<file path="config.mk">
export PLATFORM = sky130hd
export DESIGN_NAME = windowed_rms_onset_detector
export DESIGN_NICKNAME = d
export VERILOG_FILES = /design/src/wrms_pkg.sv /design/src/windowed_rms_onset_detector.sv /design/src/wrms_front.sv /design/src/wrms_fifo.sv /design/src/wrms_back.sv
export SDC_FILE = /design/constraint.sdc
export NUM_CORES = 1
export LEC_CHECK = 0
export BUFFER_PORTS_ARGS = -buffer_cell sky130_fd_sc_hd__buf_2
export CORE_MARGIN = 4
export CORE_UTILIZATION = 60
export DETAILED_ROUTE_END_ITERATION = 12
export PLACE_DENSITY = 0.78
export RECOVER_POWER = 50
export SETUP_SLACK_MARGIN = 0.15
export SYNTH_ARGS = -nofsm -noshare
export SYNTH_HDL_FRONTEND = slang
export SYNTH_SLANG_ARGS = --single-unit
export TNS_END_PERCENT = 50
</file>
<file path="constraint.sdc">
create_clock -name clk -period 11.05 [get_ports clk]
set_clock_uncertainty 0.1 [all_clocks]
set_input_delay 0.5525 -clock clk [delete_from_list [all_inputs] [get_ports clk]]
set_output_delay 0.5525 -clock clk [all_outputs]
set_load 0.01 [all_outputs]
</file>
<file path="src/wrms_pkg.sv">
// Shared types, constants and state encodings for the windowed RMS onset detector.
`timescale 1ns / 1ps
package wrms_pkg;

  // Field and datapath widths.
  localparam int SAMPLE_W = 16;
  localparam int CNT_W    = 16;
  localparam int SUM_W    = 46;
  localparam int SQ_W     = 2 * SAMPLE_W - 1;
  localparam int MEAN_W   = 2 * SAMPLE_W - 1;
  localparam int RMS_W    = 16;
  localparam int ROOT_W   = 32;
  localparam int CFG_W    = 16;
  localparam int APB_AW   = 3;
  localparam int APB_DW   = 32;

  // Register reset values.
  localparam logic [CFG_W-1:0] RESET_WINDOW_LENGTH   = 16'd32000;
  localparam logic [CFG_W-1:0] RESET_ONSET_THRESHOLD = 16'd500;

  // Default depth of the window queue between front and back.
  localparam int WRMS_QUEUE_DEPTH = 2;

  // Register index, decoded from address bit 2.
  localparam logic REG_WINDOW_LENGTH   = 1'b0;
  localparam logic REG_ONSET_THRESHOLD = 1'b1;

  // One finished window handed from the front to the back.
  typedef struct packed {
    logic [SUM_W-1:0] sum;
    logic [CNT_W-1:0] count;
  } win_t;

  // Back-end sequencer states.
  typedef enum logic [1:0] {
    BK_IDLE,
    BK_DIV,
    BK_SQRT,
    BK_OUT
  } bk_state_t;

endpackage

</file>
<file path="src/windowed_rms_onset_detector.sv">
// Top level of the windowed RMS onset detector: register port, front, queue and back.
`timescale 1ns / 1ps
// Usage:
// Samples arrive on in_sample with an in_valid/in_ready transfer and are taken
// one per cycle. Each sample is squared and added to the running window sum.
// When the window reaches window_length samples (0 acts as 1), the sum and
// count move into a short queue and the window restarts at once.
// The back end divides the sum by the count one quotient bit a cycle and then
// takes the square root one root bit a cycle. The result appears on
// out_rms_level and out_onset_detected and stays until out_ready.
// Sample throughput is one per cycle; a window of fewer than about 64 samples
// is bounded by the divide/root sequencer, and once the queue is full in_ready
// drops until the receiver takes results.
// Registers: window_length at address 0, onset_threshold at address 4, both
// written over the APB-style port; pready is always high.
// Reset (rst_n low, synchronous) clears the sum, count and queue, idles the back end
// and sets window_length to 32000 and onset_threshold to 500.
module windowed_rms_onset_detector
  import wrms_pkg::*;
#(
  parameter int QUEUE_DEPTH = WRMS_QUEUE_DEPTH
) (
  input  logic                       clk,
  input  logic                       rst_n,
  input  logic                       in_valid,
  output logic                       in_ready,
  input  logic signed [SAMPLE_W-1:0] in_sample,
  output logic                       out_valid,
  input  logic                       out_ready,
  output logic [RMS_W-1:0]           out_rms_level,
  output logic                       out_onset_detected,
  input  logic                       psel,
  input  logic                       penable,
  input  logic                       pwrite,
  input  logic [APB_AW-1:0]          paddr,
  input  logic [APB_DW-1:0]          pwdata,
  output logic [APB_DW-1:0]          prdata,
  output logic                       pready
);

  logic [CFG_W-1:0] window_length_r, window_length_nxt;
  logic [CFG_W-1:0] onset_threshold_r, onset_threshold_nxt;
  logic             cfg_wr;
  logic             push_valid, push_ready;
  win_t             push_data;
  logic             pop_valid, pop_ready;
  win_t             pop_data;

  // Register port: writes complete in the access cycle.
  assign pready = 1'b1;
  assign cfg_wr = psel && penable && pwrite && pready;

  always_comb begin
    window_length_nxt   = window_length_r;
    onset_threshold_nxt = onset_threshold_r;
    if (cfg_wr) begin
      unique case (paddr[2])
        REG_WINDOW_LENGTH:   window_length_nxt   = pwdata[CFG_W-1:0];
        REG_ONSET_THRESHOLD: onset_threshold_nxt = pwdata[CFG_W-1:0];
        default:             window_length_nxt   = window_length_r;
      endcase
    end
  end

  always_comb begin
    prdata = '0;
    unique case (paddr[2])
      REG_WINDOW_LENGTH:   prdata = APB_DW'(window_length_r);
      REG_ONSET_THRESHOLD: prdata = APB_DW'(onset_threshold_r);
      default:             prdata = '0;
    endcase
  end

  always_ff @(posedge clk) begin
    if (!rst_n) begin
      window_length_r   <= RESET_WINDOW_LENGTH;
      onset_threshold_r <= RESET_ONSET_THRESHOLD;
    end else begin
      window_length_r   <= window_length_nxt;
      onset_threshold_r <= onset_threshold_nxt;
    end
  end

  wrms_front u_front (
    .clk           (clk),
    .rst_n         (rst_n),
    .in_valid      (in_valid),
    .in_ready      (in_ready),
    .in_sample     (in_sample),
    .window_length (window_length_r),
    .push_valid    (push_valid),
    .push_ready    (push_ready),
    .push_data     (push_data)
  );

  wrms_fifo #(
    .DEPTH (QUEUE_DEPTH)
  ) u_fifo (
    .clk        (clk),
    .rst_n      (rst_n),
    .push_valid (push_valid),
    .push_ready (push_ready),
    .push_data  (push_data),
    .pop_valid  (pop_valid),
    .pop_ready  (pop_ready),
    .pop_data   (pop_data)
  );

  wrms_back u_back (
    .clk                (clk),
    .rst_n              (rst_n),
    .pop_valid          (pop_valid),
    .pop_ready          (pop_ready),
    .pop_data           (pop_data),
    .onset_threshold    (onset_threshold_r),
    .out_valid          (out_valid),
    .out_ready          (out_ready),
    .out_rms_level      (out_rms_level),
    .out_onset_detected (out_onset_detected)
  );

endmodule

</file>
<file path="src/wrms_front.sv">
// Front end: accepts samples, squares them and accumulates each window.
`timescale 1ns / 1ps
module wrms_front
  import wrms_pkg::*;
(
  input  logic                       clk,
  input  logic                       rst_n,
  input  logic                       in_valid,
  output logic                       in_ready,
  input  logic signed [SAMPLE_W-1:0] in_sample,
  input  logic [CFG_W-1:0]           window_length,
  output logic                       push_valid,
  input  logic                       push_ready,
  output win_t                       push_data
);

  logic [CNT_W-1:0]    count_r, count_nxt;
  logic [SUM_W-1:0]    sum_r, sum_nxt;
  logic [SQ_W-1:0]     sq_r;
  logic [CNT_W-1:0]    sq_cnt_r;
  logic                sq_v_r, sq_v_nxt;
  logic                sq_last_r;
  logic [SAMPLE_W-1:0] mag;
  logic [2*SAMPLE_W-1:0] prod;
  logic [CNT_W-1:0]    cnt_inc;
  logic [CNT_W-1:0]    limit;
  logic                last;
  logic                accept;
  logic                adv;
  logic [SUM_W-1:0]    sum_new;

  // Magnitude and square of the incoming sample; the most negative code maps to 32768.
  assign mag  = in_sample[SAMPLE_W-1] ? SAMPLE_W'(-in_sample) : SAMPLE_W'(in_sample);
  assign prod = mag * mag;

  // Window end decision is made when the sample is taken.
  assign cnt_inc = count_r + 1'b1;
  assign limit   = (window_length == '0) ? CNT_W'(1) : window_length;
  assign last    = (cnt_inc >= limit);

  // The accumulate stage stalls only when it closes a window and the queue is full.
  assign adv      = sq_v_r && (!sq_last_r || push_ready);
  assign in_ready = !sq_v_r || adv;
  assign accept   = in_valid && in_ready;

  assign sum_new    = sum_r + SUM_W'(sq_r);
  assign push_valid = sq_v_r && sq_last_r;
  assign push_data  = '{sum: sum_new, count: sq_cnt_r};

  always_comb begin
    count_nxt = count_r;
    if (accept) begin
      count_nxt = last ? '0 : cnt_inc;
    end
  end

  always_comb begin
    sum_nxt = sum_r;
    if (adv) begin
      sum_nxt = sq_last_r ? '0 : sum_new;
    end
  end

  always_comb begin
    sq_v_nxt = sq_v_r;
    if (accept) begin
      sq_v_nxt = 1'b1;
    end else if (adv) begin
      sq_v_nxt = 1'b0;
    end
  end

  // Control state.
  always_ff @(posedge clk) begin
    if (!rst_n) begin
      count_r <= '0;
      sum_r   <= '0;
      sq_v_r  <= 1'b0;
    end else begin
      count_r <= count_nxt;
      sum_r   <= sum_nxt;
      sq_v_r  <= sq_v_nxt;
    end
  end

  // Squared sample waiting to be added.
  always_ff @(posedge clk) begin
    if (accept) begin
      sq_r      <= prod[SQ_W-1:0];
      sq_cnt_r  <= cnt_inc;
      sq_last_r <= last;
    end
  end

  // The count closes a window at the latest at 65535, so it never rests at all ones.
  assert property (@(posedge clk) disable iff (!rst_n) count_r != '1)
    else $error("front: sample count reached all ones");

  // A closing sample that the queue refuses stays in the accumulate stage.
  assert property (@(posedge clk) disable iff (!rst_n)
    (push_valid && !push_ready) |=> (sq_v_r && sq_last_r))
    else $error("front: refused window was dropped");

endmodule

</file>
<file path="src/wrms_fifo.sv">
// Short queue of finished windows between the front and back ends.
`timescale 1ns / 1ps
module wrms_fifo
  import wrms_pkg::*;
#(
  parameter int DEPTH = WRMS_QUEUE_DEPTH
) (
  input  logic clk,
  input  logic rst_n,
  input  logic push_valid,
  output logic push_ready,
  input  win_t push_data,
  output logic pop_valid,
  input  logic pop_ready,
  output win_t pop_data
);

  localparam int PTR_W = $clog2(DEPTH);
  localparam int OCC_W = $clog2(DEPTH + 1);

  win_t             entry_q [DEPTH];
  logic [PTR_W-1:0] wr_ptr_r, wr_ptr_nxt;
  logic [PTR_W-1:0] rd_ptr_r, rd_ptr_nxt;
  logic [OCC_W-1:0] occ_r, occ_nxt;
  logic             push;
  logic             pop;

  assign push_ready = (occ_r != OCC_W'(DEPTH));
  assign pop_valid  = (occ_r != '0);
  assign push       = push_valid && push_ready;
  assign pop        = pop_valid && pop_ready;
  assign pop_data   = entry_q[rd_ptr_r];

  // Pointer and occupancy updates.
  always_comb begin
    wr_ptr_nxt = wr_ptr_r;
    rd_ptr_nxt = rd_ptr_r;
    occ_nxt    = occ_r;
    if (push) begin
      wr_ptr_nxt = (wr_ptr_r == PTR_W'(DEPTH - 1)) ? '0 : wr_ptr_r + 1'b1;
    end
    if (pop) begin
      rd_ptr_nxt = (rd_ptr_r == PTR_W'(DEPTH - 1)) ? '0 : rd_ptr_r + 1'b1;
    end
    if (push && !pop) begin
      occ_nxt = occ_r + 1'b1;
    end else if (pop && !push) begin
      occ_nxt = occ_r - 1'b1;
    end
  end

  always_ff @(posedge clk) begin
    if (!rst_n) begin
      wr_ptr_r <= '0;
      rd_ptr_r <= '0;
      occ_r    <= '0;
    end else begin
      wr_ptr_r <= wr_ptr_nxt;
      rd_ptr_r <= rd_ptr_nxt;
      occ_r    <= occ_nxt;
    end
  end

  // Entry storage.
  always_ff @(posedge clk) begin
    if (push) begin
      entry_q[wr_ptr_r] <= push_data;
    end
  end

  // Occupancy stays within the queue depth.
  assert property (@(posedge clk) disable iff (!rst_n) occ_r <= OCC_W'(DEPTH))
    else $error("fifo: occupancy above depth");

endmodule

</file>
<file path="src/wrms_back.sv">
// Back end: divides each window sum by its count, takes the square root and holds the result.
`timescale 1ns / 1ps
module wrms_back
  import wrms_pkg::*;
(
  input  logic              clk,
  input  logic              rst_n,
  input  logic              pop_valid,
  output logic              pop_ready,
  input  win_t              pop_data,
  input  logic [CFG_W-1:0]  onset_threshold,
  output logic              out_valid,
  input  logic              out_ready,
  output logic [RMS_W-1:0]  out_rms_level,
  output logic              out_onset_detected
);

  localparam int STEP_W = $clog2(SUM_W);

  bk_state_t         state_r, state_nxt;
  logic [SUM_W-1:0]  dq_r;
  logic [CNT_W-1:0]  den_r;
  logic [CNT_W-1:0]  rem_r;
  logic [STEP_W-1:0] step_r;
  logic [ROOT_W-1:0] v_r, root_r, bit_r;
  logic              load;
  logic              div_en;
  logic              sqrt_en;
  logic              div_done;
  logic              sqrt_done;
  logic [CNT_W:0]    rem_sh;
  logic              q_bit;
  logic [SUM_W-1:0]  dq_nxt;
  logic [ROOT_W-1:0] trial;
  logic              take;

  // One restoring-division step: shift in the next dividend bit, subtract if it fits.
  assign rem_sh = {rem_r, dq_r[SUM_W-1]};
  assign q_bit  = (rem_sh >= {1'b0, den_r});
  assign dq_nxt = {dq_r[SUM_W-2:0], q_bit};

  // One square-root step: try the next root bit against the remaining value.
  assign trial = root_r + bit_r;
  assign take  = (v_r >= trial);

  assign div_done  = (step_r == STEP_W'(SUM_W - 1));
  assign sqrt_done = (step_r == STEP_W'(RMS_W - 1));

  // Next-state logic.
  always_comb begin
    state_nxt = state_r;
    unique case (state_r)
      BK_IDLE: if (pop_valid) state_nxt = BK_DIV;
      BK_DIV:  if (div_done) state_nxt = BK_SQRT;
      BK_SQRT: if (sqrt_done) state_nxt = BK_OUT;
      BK_OUT:  if (out_ready) state_nxt = BK_IDLE;
      default: state_nxt = BK_IDLE;
    endcase
  end

  // State-decoded controls.
  always_comb begin
    pop_ready = 1'b0;
    load      = 1'b0;
    div_en    = 1'b0;
    sqrt_en   = 1'b0;
    out_valid = 1'b0;
    unique case (state_r)
      BK_IDLE: begin
        pop_ready = 1'b1;
        load      = pop_valid;
      end
      BK_DIV:  div_en    = 1'b1;
      BK_SQRT: sqrt_en   = 1'b1;
      BK_OUT:  out_valid = 1'b1;
      default: pop_ready = 1'b0;
    endcase
  end

  always_ff @(posedge clk) begin
    if (!rst_n) begin
      state_r <= BK_IDLE;
    end else begin
      state_r <= state_nxt;
    end
  end

  // Division and square-root datapath.
  always_ff @(posedge clk) begin
    if (load) begin
      dq_r   <= pop_data.sum;
      den_r  <= pop_data.count;
      rem_r  <= '0;
      step_r <= '0;
    end else if (div_en) begin
      dq_r   <= dq_nxt;
      rem_r  <= q_bit ? CNT_W'(rem_sh - {1'b0, den_r}) : rem_sh[CNT_W-1:0];
      step_r <= div_done ? '0 : step_r + 1'b1;
      if (div_done) begin
        // An empty window never reaches here, but a zero count gives a zero mean.
        v_r    <= (den_r == '0) ? '0 : ROOT_W'(dq_nxt[MEAN_W-1:0]);
        root_r <= '0;
        bit_r  <= ROOT_W'(1) << (2 * (RMS_W - 1));
      end
    end else if (sqrt_en) begin
      v_r    <= take ? v_r - trial : v_r;
      root_r <= take ? (root_r >> 1) + bit_r : root_r >> 1;
      bit_r  <= bit_r >> 2;
      step_r <= step_r + 1'b1;
    end
  end

  assign out_rms_level      = root_r[RMS_W-1:0];
  assign out_onset_detected = (root_r[RMS_W-1:0] >= onset_threshold);

  // The root of a mean of at most 2^30 never exceeds 32768.
  assert property (@(posedge clk) disable iff (!rst_n)
    out_valid |-> (root_r <= ROOT_W'(32768)))
    else $error("back: root out of range");

  // A window is taken only when the sequencer is idle and then division starts.
  assert property (@(posedge clk) disable iff (!rst_n)
    (pop_valid && pop_ready) |=> (state_r == BK_DIV && step_r == '0))
    else $error("back: window taken without starting division");

endmodule

</file>
Word-level counts from Yosys, hierarchy flattened
Memories as Yosys holds them, arrays and structs flattened. A register that Yosys moved wholly into a read port is not among the register bits.
Cells that the tools add are included.
{ "totals": {"reg_bits": 329, "latchBits": 0, "ramBits": 124, "rom_bits": 0, "out_inout_bits": 52, "elab_cells": 122, "memories": 1} }
{ "op_classes": {"addsub": 12, "n_mul": 1, "div": 0, "n_lt_le_gt_ge": 4, "eq_ne": 11, "shift": 0, "muxes": 43, "bitwise": 2, "n_reduce_logical": 29} }
{ "mem_list": {"columns": ["memory", "words", "word_bits", "rd", "rd_ports_with_merged_regs", "write_ports", "line_no", "text"], "rows": [
  ["u_fifo.entry_q", 2, 62, 1, 1, 1, "wrms_fifo.sv:21", "win_t entry_q [DEPTH];"]
]} }
{ "ops": {"columns": ["op", "count"], "rows": [
  ["two-way mux 32 bit", 11],
  ["two-way mux 46 bit", 3],
  ["two-way mux 16 bit", 4],
  ["case mux 32 bit (2 select lines)", 1],
  ["adder 46 x 31 -> 46 bit", 1],
  ["adder 31 x 32 -> 32 bit", 1],
  ["adder 32 bit", 1],
  [">= comparator 16 bit", 2],
  [">= comparator 32 bit", 1],
  ["logical NOT 16 bit", 2],
  ["subtractor 32 bit", 1],
  ["multiplier 16 x 16 -> 31 bit", 1],
  ["two-way mux 31 bit", 1],
  ["two-way mux 6 bit", 3],
  [">= comparator 17 x 16 -> 1 bit", 1],
  ["adder 16 x 1 -> 16 bit, second input constant", 1],
  ["negation 16 bit", 1],
  ["subtractor 16 bit", 1],
  ["two-way mux 1 bit", 13],
  ["two-way mux 2 bit", 6],
  ["nonzero test 2 bit", 6],
  ["logical AND 1 bit", 9],
  ["case mux 2 bit (4 select lines)", 1],
  ["AND reduction 4 bit", 2],
  ["16 further kinds", 28]
]} }

Logic depth before layout (Yosys ltp)
Gate-level depths: netlist of the first run.
{ "logic_depth": {"depth_word": 6, "mapped_depth": 32} }

Cells and area by module
A second synthesis of the first run with hierarchy kept.
{ "hier_totals": {"hier_cells": 3215, "area_unflattened_um2": 31742.9} }
{ "by_module_without_submodules": {"columns": ["module", "instances", "cells_each", "area_each_um2", "seq_area_each_um2"], "rows": [
  ["wrms_front", 1, 1486, 13429.1, 2672.6],
  ["wrms_back", 1, 1341, 11951.5, 4744.6],
  ["wrms_fifo", 1, 217, 4712.0, 3823.7],
  ["windowed_rms_onset_detector", 1, 171, 1650.3, 640.6]
]} }

Worst setup path after synthesis of the first run
OpenSTA, ideal clock, no wires.
{ "synth_path": {"path_kind": "input to register", "startpoint": "input port in_sample[0]", "endpoint": "register u_front.sq_r[29] (data pin)", "setup_time_ps": 262, "arrival_ps": 8116, "required_ps": 10688, "path_slack_ps": 2572, "path_stages": 28, "path_cell_list": "inv_2 clkbuf_1 ha_1 nand2_1 or3_1 or3_1 o21ai_1 xor2_1 clkbuf_1 nor2_1 fa_1 fa_1 fa_1 fa_1 fa_1 inv_1 fa_1 inv_1 ha_1 a2111oi_0 o21ai_0 a31o_2 a21oi_1 o41ai_1 o21a_1 a221oi_1 a21oi_1 xor2_1"} }
{ "synth_via": {"elab_chain_cells": 3} }
{ "synth_rtl": {"columns": ["item", "line_no", "text"], "rows": [
  ["start, declared", "windowed_rms_onset_detector.sv:27", "input logic signed [SAMPLE_W-1:0] in_sample,"],
  ["negation 16 bit", "wrms_front.sv:33", "assign mag = in_sample[SAMPLE_W-1] ? SAMPLE_W'(-in_sample) : SAMPLE_W'(in_sample);"],
  ["two-way mux 16 bit (*)", "wrms_front.sv:33", null],
  ["multiplier 16 x 16 -> 31 bit (*)", "wrms_front.sv:34", "assign prod = mag * mag;"],
  ["net u_front.prod[29]", "wrms_front.sv:24", "logic [2*SAMPLE_W-1:0] prod;"],
  ["end signal, assigned", "wrms_front.sv:89", "sq_r <= prod[SQ_W-1:0];"],
  ["end, declared", "wrms_front.sv:19", "logic [SQ_W-1:0] sq_r;"]
]} }
The timed path passes the listed nets; every way through them passes the cells marked *.
A chain may end at the register's enable or synchronous reset.

Worst setup path in the final report of the first run
Ends and elaborated chain as after synthesis.

==> results of run 1 <==
placed cells by master (no fill, tap or decap), drive strengths merged, types with 28 or more instances in the layout:
cell / n
dfxtp: 124
a211oi: 41
and3: 29
inv: 338
buf: 58
nand2: 352
nor2b: 36
ha: 253
conb: 28
a21o: 57
edfxtp: 313
clkbuf: 105
nand4: 32
o21ai: 193
fa: 167
xnor2: 103
nor2: 227
a31oi: 39
nor3: 32
mux2i: 51
nand3: 37
a21oi: 149
xor2: 104
final cells by class:
| type | count | area [um^2] |
|---|---|---|
| fill | 3869 | 17300 |
| multi-input combinational | 2221 | 17100 |
| sequential | 437 | 11900 |
| clock buffer | 60 | 1310 |
| inverter | 340 | 1280 |
| tap | 672 | 841 |
| timing repair buffer | 103 | 507 |
| clock inverter | 24 | 274 |
flip-flops by register name, indices dropped and copies added, names as in the netlist, 2 cells and up, named ones only:
| signal | flops |
|---|---|
| u_back.state_r | 2 |
| u_front.sq_cnt_r | 16 |
| onset_threshold_r | 16 |
| u_front.count_r | 16 |
| u_fifo.occ_r | 2 |
| u_back.root_r | 32 |
| u_back.v_r | 32 |
| u_front.sum_r | 46 |
| u_back.den_r | 16 |
| u_back.rem_r | 16 |
| window_length_r | 16 |
| u_front.sq_r | 30 |
| u_back.step_r | 6 |
| u_back.bit_r | 16 |
| u_fifo.entry_q | 124 |
| u_back.dq_r | 46 |
worst paths after layout:
| check | end | depth (start not counted) | start | slack (ps) |
|---|---|---|---|---|
| worst max-delay path | u_front.sq_r[29]$_DFFE_PP_ | 29 | in_sample[0] | 1660 |
| worst min-delay path | window_length_r[5]$_SDFFE_PN0P_ | 3 | pwdata[5] | 110 |
| worst max register to register | u_back.dq_r[40]$_DFFE_PP_ | 8 | u_back.state_r[1]$_SDFFE_PN0P_ | 3810 |
| worst min register to register | u_fifo.entry_q[1][8]$_DFFE_PP_ | 0 | u_front.sq_cnt_r[8]$_DFFE_PP_ | 340 |
stage by stage:
stage	area, um^2	hold WS (ps)
4_1_cts	33400	83.0
6_report	33200	106
2_1_floorplan	31000	321
3_5_place_dp	31800	331
3_3_place_gp	31800	324
5_1_grt	33200	108
worst reg2reg max path: stages, from the launching register on:
cell	delay, ps
dfxtp_1	380
inv_1	100
ha_1	230
o21ai_4	60
clkbuf_1	2800
inv_1	1760
nor2_1	960
clkinv_1	150
buf_4	350
per-layer routing:
| metal | part of all wire [%] | vias up |
|---|---|---|
| li1 | - | 10832 |
| met2 | 48 | 785 |
| met1 | 43 | 11173 |
| met4 | 3.0 | 2 |
| met5 | 0.018 | - |
| met3 | 5.8 | 149 |
cell families after synthesis:
| family | Yosys count | share of synthesized area (%) |
|---|---|---|
| multiplexers | 71 | 2.38 |
| flip-flops | 437 | 38.5 |
| AO/OA/AOI/OAI | 657 | 13.7 |
| other | 2 | 0.0243 |
| buffers and inverters | 465 | 6.29 |
| adder cells (fa/ha/maj) | 420 | 21.1 |
| XOR/XNOR | 207 | 5.87 |
| AND/OR/NAND/NOR | 838 | 12.2 |
==> results.md, run 1 <==
- Status: finished with violations
- Failing checks: max-capacitance violations, max-slew violations
- PortBufs: 74
- Yosys top cell by area: edfxtp_1
- Worst-path clk slew: 60 ps
- Yosys warns: 0
- Full die area: about 0.055 mm^2
- Number of global-route vias before repair: 23,257
- CP Capture Type: register
- Cts hold-fix bufs: 0
- Post-DP HPWL: about 53,000 um
- Clock buffer depth: 3
- Max-slew violations: 387
- Post-Place Cells: 3,773
- Row cnt: 82
- Setup violators final: 0
- Post-route ant nets: 0
- Post-synth EDFFs: 313
- Synth Flop Type: edfxtp_1
- Layout cells sized above 1: 5.87%
- Synth async-reset ratio: 0%
- Total Routing Usage GR: around a quarter
- Buf+Inv Stages, Crit Path: 6
- Most common cell in the netlist: nand2_1
- HP Class: in -> reg
- CP top delay family: adder cells
- Largest stage delay, worst path: about 720 ps
- Post-synthesis cell area: 0.0309 mm^2
- Net count, final: 3,626
- Cts repair resizes: 0
- RD Place Congestion: 0.940
- Kind of critical path: in -> reg
- DR WL/cell: 18.6 um
- Critical-path top delay cell: xor2_1
- Crit path launch type: input pin
- Growth of design area from synthesis to finish: 7.57%
- Routed wire length: 71,600 um
- DR vias: about 23,000
- Top Ports: between 100 and 150
- Die H: roughly 230 um
- Final hold vios: 0
- Clk root buf: clkbuf_16
- Initial DRC count: about 1,600
- Postcts setup bufs: 0
- Met3 Use GR: 3.07%
- GR Util met2: 43.2%
- DRC violations left: 0
- Setup TNS: 0 ps
- Largest net degree at the start of global routing: 103
- First-pass GRT wire length: 118,000 um
- Max_slew headroom: -177%
- CTS tree: yes
- Chip width: 235 um
- Fin util: 65.8%
- Max-cap violations: 6
- Clock latency on the worst-skew pair: 590 ps
- Worst slack, placed: 1490 ps
- Diode count: 0
- Fmax: 107 MHz
- Core area: between 0.05 and 0.06 mm^2
- Arr. time, crit path: 9620 ps
- Final worst-path cycle share: between 80% and 90%
- Num Clock Sinks: between 400 and 500
- Yosys cell types: 90
- Overflow after GRT: 0
- TritonCTS Buffers: 45
- Setup ws final: ~1700 ps
- Via density: 5.95
- FF+latch count, synth: approximately 440
- Initial antenna violation count: 1
- Syn Inst Count: 3,097
- Worst endpoint required time: 11,290 ps
- Worst Tran Pin Value: 4160 ps
- Peak fanout along the critical path: 16
- List of most frequent post-synthesis cells: nand2_1 (351), inv_1 (332), edfxtp_1 (313)
- Synth Area per Inst: 9.97 um^2
- Register area share after synthesis: 38.5%
- Grt peak-use layer: met2
- Initial Utilization: 61.2%
- Yosys top cell area share: 30.4%
- Most common cell on crit path: fa_1
- Final min period: 9390 ps
- Drt first pass iters: 6
- Post-route insts no fill: 3,857
- Synth area leaders: edfxtp_1 (30%), fa_1 (11%), ha_1 (10%)
- Met1 Usage GRT: 35.0%
- RSZ-0062 raised after global routing: false
- CTS H-tree depth: 2
Power of run 1 is left out: the tool's default activity adds up to more than one toggle a clock period on the data nets, which glitch-free logic cannot reach.
==> inputs of run 2 (changes only) <==
Clock period 11.05 ns to 9.2 ns, I/O delays scaled along.
==> run 2 against run 1 <==
Compared with the run above: the flow still finishes with violations (max-capacitance violations, max-slew violations); worst hold slack lost 66 ps; core utilization is 0.21 points higher; first-iteration DRC count is 13% higher; non-clock buffer count grew 18; cell count is 0.44% higher; global-route usage is 0.16 points lower; via count is 0.17% lower; count of clock-buffer cells in the layout decreased by 5; critical path depth is 1 lower; sequential share of layout area fell by 0.11 points; final area grew 0.32%; die area unchanged.
==> results.md, run 2 (synthesized netlist as in run 1, its figures left out) <==
- Status: finished with violations
- Failing checks: max-capacitance violations, max-slew violations
- CTS H-tree depth: 2 (unchanged)
- Setup TNS: 0 ps (unchanged)
- Setup violators final: 0 (unchanged)
- Top Ports: 110 (unchanged)
- Commonest non-fill, non-tap cell in the layout: nand2_1
- Largest net degree at the start of global routing: 103 (unchanged)
- Largest Register: u_fifo.entry_q
- Core area: 0.0505 mm^2 (unchanged)
- Clk root buf: clkbuf_16
- Clock buffer depth: 3 (unchanged)
- First-pass GRT wire length: 117,000 um (-1.4%)
- Worst Tran Pin Value: 4330 ps (+175 ps)
- Full die area: 0.0552 mm^2 (unchanged)
- Max reg flops: 124 (unchanged)
- Peak fanout along the critical path: 7 (-9)
- Postcts setup bufs: 0 (unchanged)
- Die H: 235 um (unchanged)
- Worst endpoint required time: 9410 ps (-1880 ps)
- Total Routing Usage GR: 25.5% (-0.16 points)
- DRC violations left: 0 (unchanged)
- Final hold vios: 0 (unchanged)
- Max-slew violations: 468 (+21%)
- Registers with the most flip-flops: u_fifo.entry_q: 124 flops, u_back.dq_r: 46 flops, u_front.sum_r: 46 flops
- Via density: 5.91 (-0.60%)
- TritonCTS Buffers: 45 (unchanged)
- DR vias: 22,903 (-0.17%)
- Diode count: 0 (unchanged)
- Cts hold-fix bufs: 0 (unchanged)
- Fmax: 117 MHz
- Kind of critical path: in -> reg
- Fin util: 66.0% (+0.21 points)
- Final worst-path cycle share: 93.1%
- Initial Utilization: 61.2% (unchanged)
- Num Clock Sinks: 437 (unchanged)
- Chip width: 235 um (unchanged)
- Max-cap violations: 7 (+1)
- HP Class: in -> reg
- Max_slew headroom: -189% (-12 points)
- Overflow after GRT: 0 (unchanged)
- Initial antenna violation count: 1 (unchanged)
- CP Capture Type: register
- DR WL/cell: 18.6 um (about the same)
- Crit path launch type: input pin
- Final min period: 8570 ps
- Drt first pass iters: 6 (unchanged)
- Arr. time, crit path: 8780 ps (-840 ps)
- Row cnt: 82 (unchanged)
- Most frequent cells in the layout: nand2_1 (351), inv_1 (331), edfxtp_1 (313), ha_1 (253), nor2_1 (226)
- RSZ-0062 raised after global routing: false
- Net count, final: 3,644 (+0.50%)
- Number of global-route vias before repair: 23,044 (-0.92%)
- PortBufs: 74 (unchanged)
- Layout cells sized above 1: 6.50% (+0.62 points)
- Post-DP HPWL: 53,400 um (+0.57%)
- Worst-path clk slew: 60 ps (about the same)
- Routed wire length: 71,900 um (+0.40%)
- Growth of design area from synthesis to finish: 7.91%
- Post-route ant nets: 0 (unchanged)
- CTS tree: yes
- RD Place Congestion: 0.916 (-2.6%)
- Initial DRC count: 1,824 (+13%)
- Cts repair resizes: 0 (unchanged)
- Clock latency on the worst-skew pair: 570 ps (-20 ps)
[run 2: worst max-delay path: stages]
cell and delay, ps:
clkbuf_1 300, inv_2 160, nand2_1 70, or4_1 410, or2_1 260, or3_1 380
nor4b_2 570, and2_1 330, inv_1 90, fa_1 500, inv_1 50, fa_1 460
fa_1 520, fa_1 520, fa_1 550, inv_1 60, fa_1 540, inv_1 50
ha_1 230, a2111oi_0 560, o21ai_0 220, a31o_2 280, a21oi_1 160, o41ai_1 160
o21a_1 230, a221oi_1 340, a21oi_1 150, xor2_1 160
[run 2: worst paths after layout]
path	from	end	slack [ps]	depth (start not counted)
setup / recovery	in_sample[0]	u_front.sq_r[29]$_DFFE_PP_	630	28
hold / removal	pwdata[4]	onset_threshold_r[4]$_SDFFE_PN1P_	40	3
setup reg to reg	u_back.state_r[0]$_SDFFE_PN0P_	u_back.dq_r[42]$_DFFE_PP_	1990	8
hold reg to reg	u_front.sq_cnt_r[3]$_DFFE_PP_	u_fifo.entry_q[0][3]$_DFFE_PP_	340	0
[run 2: layout make-up]
type	instances	area (um^2)
clock buffer	55	1210
clock inverter	28	337
fill	3875	17100
inverter	340	1280
multi-input combinational	2221	17200
sequential	437	11900
tap	672	841
timing repair buffer	121	633
[run 2: stage by stage]
| stage | area, um^2 | hold WS (ps) | worst slack [ps] | std cells |
|---|---|---|---|---|
| final | 33300 | 40.0 | 634 | 3874 |
| after floorplan | 31000 | 321 | 814 | 3123 |
| after CTS | 33500 | 19.0 | 916 | 3874 |
| after global routing | 33300 | 34.8 | 234 | 3874 |
| after detailed placement | 31900 | 330 | 312 | 3791 |
| after global placement | 31900 | 323 | 542 | 3791 |
[run 2: layer usage]
metal  vias to the layer above  global-route usage (%)  wire, um
met1                     11136                    34.2     30600
met2                       765                    43.6     35200
li1                      10878                       -         -
met4                         0                    7.50      1840
met3                       124                    3.28      4280
met5                         -                       0         0
Power of run 2 is left out for the same reason.
